<file path="config.mk">
export PLATFORM = sky130hd
export DESIGN_NAME = pgy_isqrt
export DESIGN_NICKNAME = d
export VERILOG_FILES = /design/src/sv/pgy_pkg.sv /design/src/sv/pgy_isqrt.sv
export SDC_FILE = /design/constraint.sdc
export NUM_CORES = 1
export LEC_CHECK = 0
export ABC_AREA = 1
export BUFFER_PORTS_ARGS = -buffer_cell sky130_fd_sc_hd__buf_2
export CORE_ASPECT_RATIO = 0.7
export CORE_UTILIZATION = 35
export CTS_BUF_LIST = sky130_fd_sc_hd__clkbuf_2
export DETAILED_ROUTE_END_ITERATION = 10
export PLACE_DENSITY = 0.64
export SLEW_MARGIN = 20
export SYNTH_ARGS = -nofsm -noshare
export SYNTH_HDL_FRONTEND = slang
export SYNTH_SLANG_ARGS = --single-unit
</file>
<file path="constraint.sdc">
create_clock -name clk -period 4.52 [get_ports clk]
set_input_delay 0.678 -clock clk [delete_from_list [all_inputs] [get_ports clk]]
set_output_delay 0.678 -clock clk [all_outputs]
set_load 0.01 [all_outputs]
</file>
<file path="src/sv/pgy_pkg.sv">
`default_nettype none
// ----------------------------------------------------------------------------
// pgy_pkg
// Shared types and constants for the prism gravity y-component accumulator.
// ----------------------------------------------------------------------------
package pgy_pkg;

	localparam int CoordW   = 32;
	localparam int SizeW    = 31;
	localparam int DensW    = 32;
	localparam int SumW     = 48;
	localparam int DiffW    = 35;
	localparam int RadW     = 72;
	localparam int RootW    = 36;
	localparam int CfgIdxW  = 2;
	localparam int CfgDataW = 32;
	localparam int ScaleW   = 32;
	localparam int ThreshW  = 31;

	// ln(2) in Q.24.
	localparam logic [23:0] LN2_Q24 = 24'd11629080;

	typedef enum logic [CfgIdxW-1:0] {
		CFG_SCALE  = 2'd0,
		CFG_THRESH = 2'd1
	} pgy_cfg_idx_t;

	typedef struct packed {
		logic signed [CoordW-1:0] obs_x;
		logic signed [CoordW-1:0] obs_y;
		logic signed [CoordW-1:0] obs_z;
		logic signed [CoordW-1:0] centre_x;
		logic signed [CoordW-1:0] centre_y;
		logic signed [CoordW-1:0] centre_z;
		logic [SizeW-1:0]         size_x;
		logic [SizeW-1:0]         size_y;
		logic [SizeW-1:0]         size_z;
		logic signed [DensW-1:0]  density;
		logic                     last_prism;
	} pgy_in_t;

	typedef struct packed {
		logic signed [SumW-1:0] gy_value;
		logic                   domain_error;
	} pgy_out_t;

	typedef enum logic [3:0] {
		ST_IDLE,
		ST_SQ,
		ST_RGO,
		ST_RWAIT,
		ST_ARG,
		ST_NORM,
		ST_LOG,
		ST_CEND,
		ST_LN2,
		ST_SCL,
		ST_DLO,
		ST_DHI,
		ST_ACC,
		ST_FIN
	} pgy_state_t;

endpackage
`default_nettype wire

</file>
<file path="src/sv/pgy_isqrt.sv">
`default_nettype none
// ----------------------------------------------------------------------------
// pgy_isqrt
// Digit-by-digit floor square root, one result bit per cycle.
// ----------------------------------------------------------------------------
module pgy_isqrt (
	input  wire logic                      clk,
	input  wire logic                      arst_n,
	input  wire logic                      start,
	input  wire logic [pgy_pkg::RadW-1:0]  radicand,
	output logic                           done,
	output logic [pgy_pkg::RootW-1:0]      root
);
	import pgy_pkg::*;

	localparam int RemW = RootW + 2;
	localparam int CntW = $clog2(RootW);

	logic [RadW-1:0]  rad_q;
	logic [RemW-1:0]  rem_q;
	logic [RootW-1:0] root_q;
	logic [CntW-1:0]  cnt_q;
	logic             busy_q;
	logic             done_q;

	logic [RemW+1:0] rem_sh;
	logic [RemW+1:0] trial;
	logic            ge;
	logic [RemW+1:0] rem_sub;

	assign rem_sh  = {rem_q, rad_q[RadW-1 -: 2]};
	assign trial   = {2'b00, root_q, 2'b01};
	assign ge      = rem_sh >= trial;
	assign rem_sub = rem_sh - trial;

	always_ff @(posedge clk or negedge arst_n) begin
		if (!arst_n) begin
			busy_q <= 1'b0;
			done_q <= 1'b0;
			cnt_q  <= '0;
		end else begin
			done_q <= 1'b0;
			if (start) begin
				busy_q <= 1'b1;
				cnt_q  <= '0;
			end else if (busy_q) begin
				if (cnt_q == CntW'(RootW - 1)) begin
					busy_q <= 1'b0;
					done_q <= 1'b1;
				end
				cnt_q <= cnt_q + 1'b1;
			end
		end
	end

	always_ff @(posedge clk) begin
		if (start) begin
			rad_q  <= radicand;
			rem_q  <= '0;
			root_q <= '0;
		end else if (busy_q) begin
			rad_q  <= {rad_q[RadW-3:0], 2'b00};
			rem_q  <= ge ? rem_sub[RemW-1:0] : rem_sh[RemW-1:0];
			root_q <= {root_q[RootW-2:0], ge};
		end
	end

	assign done = done_q;
	assign root = root_q;

endmodule
`default_nettype wire

</file>
# [Yosys cells after proc, flatten, opt, wreduce, memory -nomap -nowiden]
# Cells that the tools add are included.
[classes] n_div=0 bitwise=0 n_eq_ne=1 n_lt_le_gt_ge=1 mux=11 mul=0 add_sub_neg=2 shifts=0 n_reduce_logical=1
[ops] op="72-bit two-way mux" n=2
[ops] op="40-bit by 38-bit >= comparator with 1-bit output" n=1
[ops] op="38-bit two-way mux" n=1
[ops] op="38-bit subtractor" n=1
[ops] op="6-bit two-way mux" n=2
[ops] op="6-bit by 1-bit adder with 6-bit output, second input constant" n=1
[ops] op="6-bit equality test, second input constant" n=1
[ops] op="1-bit two-way mux" n=6
[ops] op="2-bit nonzero test" n=1
[word_totals] ramBits=0 latch_bits=0 n_memories=0 rom_bits=0 register_bits=154 wordCells=22 in_bits=75 out_inout_bits=37

# [Logic depth before layout (Yosys ltp)]
[logic_depth] depth_word=4 ltp_mapped=17 ltp_nobuf=17

# [Least setup slack after synthesis]
# OpenSTA, ideal clock, no wires.
[synth_timing] kind="in2reg" from="in start" to="reg rad_q[0], enable pin" slack_ns=0.651 required_ns=4.056 setup_ns=0.464 n_path_buf=2 cell_stages=4 t_arrival_ns=3.404 path_cell_list="clkbuf_1 > nor2_1 > clkinv_1 > clkbuf_1"
[synth_via] elab_chain_len=1
[synth_lines] item="from (decl)" line_no="pgy_isqrt.sv:9" source="input wire logic start,"
[synth_lines] item="2-bit nonzero test (no source line)"
[synth_lines] item="to (signal assigned)" line_no="pgy_isqrt.sv:58" source="rad_q <= radicand;"
[synth_lines] item="to (signal assigned)" line_no="pgy_isqrt.sv:62" source="rad_q <= {rad_q[RadW-3:0], 2'b00};"
[synth_lines] item="to (decl)" line_no="pgy_isqrt.sv:19" source="logic [RadW-1:0] rad_q;"
# Every way passes these cells.
# A chain may end at the register's enable or synchronous reset.

# [Worst setup path in the final report]
[layout_timing] from="reg root_q[30] (netlist: root[30])" to="reg rem_q[32]"
[layout_via] elab_chain_len=2 word_cells_on_any_way=3 classes_between="add/sub (1); order compare (1); mux (1)"
[layout_lines] item="from (decl)" line_no="pgy_isqrt.sv:21" source="logic [RootW-1:0] root_q;"
[layout_lines] item="from (signal assigned)" line_no="pgy_isqrt.sv:64" source="root_q <= {root_q[RootW-2:0], ge};"
[layout_lines] item="38-bit subtractor or 40-bit by 38-bit >= comparator with 1-bit output (tied branches)" line_no="pgy_isqrt.sv:34, pgy_isqrt.sv:33"
[layout_lines] item="38-bit two-way mux *" line_no="pgy_isqrt.sv:63" source="rem_q <= ge ? rem_sub[RemW-1:0] : rem_sh[RemW-1:0];"
[layout_lines] item="to (signal assigned)" line_no="pgy_isqrt.sv:63"
[layout_lines] item="to (decl)" line_no="pgy_isqrt.sv:20" source="logic [RemW-1:0] rem_q;"
# Mark *: on every way between the ends. The rest lies on a longest branch, timed or not.

==> metrics.yaml <==
die:
  fp.dieH_um: 138.5
  rows: 49
  boundaryPins: 112
  initial_core_util_pct: 35.94
  die_w_um: 197.0
  core_area_um2: 25930
  die_area_um2: 27300
clocking:
  cts_max_level: 4
  clk_path_buf_depth: 2
  path_clk_slew_ps: 260
  post_cts_resized: 0
  root_buffer: "clkbuf_2"
  cts_sinks: 154
  cts_buffers: 17
  insertion_delay_ps: 810
  cts_tree: "yes"
sta:
  fmax_mhz: 321.8
  setup_tns_ps: 0
  timing_hold_violations_final: 0
  maxSlewViolCount: 0
  skew_ps: 54.10
  final-setup-viol-count: 0
  timing.hold.ws_ps: 145.0
  min_period_ps: 3108
  fin_crit_sh_pct: 68.76
  max_slew.worst_pin.slew_ps: 889.7
  rsz0062_at_grt: "no"
  slew_headroom_pct: 40.68
final_layout:
  layout_common_cells: "562 x nand2_1, 183 x inv_1, 112 x nor2_1"
  multi_input_area_um2: 4563
  area_growth_pct: 11.93
  nNetsFinal: 1569
  drive_gt1_share_pct: 11.85
  final_core_util_pct: 40.23
  seqCellArea_um2: 3845
  fillerInstances: 2764
  final_common_cell: "nand2_1"
routing:
  wl_per_cell_um: 14.99
  antenna_left: 0
  drt-vias-per-instance: 4.817
  via_count: 8795
  drt_iter0_drc: 768
  drt-total-wl_mm: 27.37
  drc: 0
  drtPass1Iterations: 5
run:
  cap_violations: 0
synth:
  ys_types: 41
  synth_top_area_cell: "edfxtp_1"
  synth_cells: 1361
  synth.top_cell.area_share_pct: 23.20
  synth-seq-cells: 154
  syn_avg_cell_area_um2: 6.848
  netlist_area_um2: 9320
  ys_seq_area_share_pct: 41.24
  yosys_warnings: 0
  syn_nets: 1475
  yosys-top-cells-area: "edfxtp_1 23%, nand2_1 23%, dfxtp_1 16%"
power:
  p_per_area_nw_per_um2: 631.3
  ir_worst_vdd_mv: 0.3164
  power_leakage_nw: 5.553
  fin_total_pwr_mw: 6.586
placed_design:
  dp_hpwl_mm: 20.27
  port_buffers: 111
  gp_congestion: 0.9426
global_route:
  grt_remaining_overflow: 0
  grt_max_degree: 88
  antenna_found_initial: 1
  grt_pass1_vias: 8061
  grt_pass1_wl_mm: 43.45
  grt.total_usage_pct: 20.44
worst_setup_path:
  start_kind: "flip-flop"
  crit_type: "flip-flop to flip-flop"
  arrival_ps: 3840
  critical_path_required_ps: 5250
  crit_path_end_kind: "flip-flop"
  critPathMaxFanout: 33
run_status:
  outcome: "finished clean"
min_path:
  hold_class: "input pin to flip-flop"
[flip-flops by register name, summed over array words and instances (netlist names)]
register and count:
busy_q 1, cnt_q 6, done 1, rad_q 72
rem_q 38, root 36
[synth_stat cells (all sizes together)]
cell	n
nand2	569
inv	187
nor2	121
dfxtp	74
edfxtp	72
nand3	70
nand4	41
ha	39
o22ai	35
a21oi	26
clkbuf	25
o21ai	23
buf	21
xor2	12
dfrtp	8
nand3b	6
nor3	6
o21bai	4
xnor2	4
a31oi	3
clkinv	3
and2	2
o211ai	2
a211oi	1
a21boi	1
a21o	1
a22o	1
nand2b	1
nor4	1
o31ai	1
or2	1
[routing by layer]
metal	wire (um)	vias to the layer above	GRT usage, %
met1	14230	4039	32.32
met5	0	-	0
met3	2055	20	5.034
met2	10810	237	27.65
met4	277	0	3.550
li1	-	4499	-
[power by group]
group	switching (mW)	internal, mW
clock	0.585	0.211
combinational	2.70	1.28
sequential	0.145	1.66
total	3.43	3.15
[critical path, cell delays in order, from the launching register on]
cell	delay [ps]
dfxtp_1	370
inv_1	70
ha_1	390
nand2_1	130
nor2_1	290
nand2_1	190
nor2_1	120
nand3_1	140
nand3_2	120
nor2_4	30
buf_4	260
nand2_4	380
nand2_2	270
nor2_1	180
nor2_1	60
nor2_1	70
[layout make-up]
cell class,count,area share (%)
well taps,357,4.282
repair buffers,121,6.069
diodes,1,0.02399
clock buffers,17,0.8155
multi-input cells,971,43.74
clock inverters,15,1.355
flip-flops and latches,154,36.86
inverters,190,6.860
[metrics by stage]
step / std cells / area, um^2 / setup WS, ps
after floorplan: 1361 / 9320 / 651.5
after CTS: 1825 / 10430 / 1438
after global routing: 1826 / 10430 / 1116
after global placement: 1792 / 10190 / 1489
final: 1826 / 10430 / 1412
after detailed placement: 1792 / 10190 / 1490
[logic make-up after synthesis]
logic type,synth area share (%)
simple gates,36.14
buf+inv,9.800
flops,41.24
compound gates,6.081
fa+ha+maj,5.236
xor+xnor,1.504
[final timing paths]
| path | start | endpoint | slack (ps) | cells past startpoint |
|---|---|---|---|---|
| setup reg to reg | root[30]$_SDFFE_PP0P_ | rem_q[32]$_SDFFE_PP0P_ | 1410 | 15 |
| hold / removal | radicand[70] | rad_q[70]$_DFFE_PP_ | 150 | 3 |
| setup / recovery | root[30]$_SDFFE_PP0P_ | rem_q[32]$_SDFFE_PP0P_ | 1410 | 15 |
| min in group asynchronous | arst_n | cnt_q[4]$_DFFE_PN0P_ | 240 | 2 |
| max in group asynchronous | arst_n | busy_q$_DFF_PN0_ | 4080 | 2 |
| hold reg to reg | root[12]$_SDFFE_PP0P_ | root[13]$_SDFFE_PP0P_ | 480 | 2 |
[repair_timing]
item                      in CTS  in global routing
setup buffers                  0                  0
hold buffers                   1                  0
hold endpoints to repair       8                  0
(Power assumes the default switching activity.)
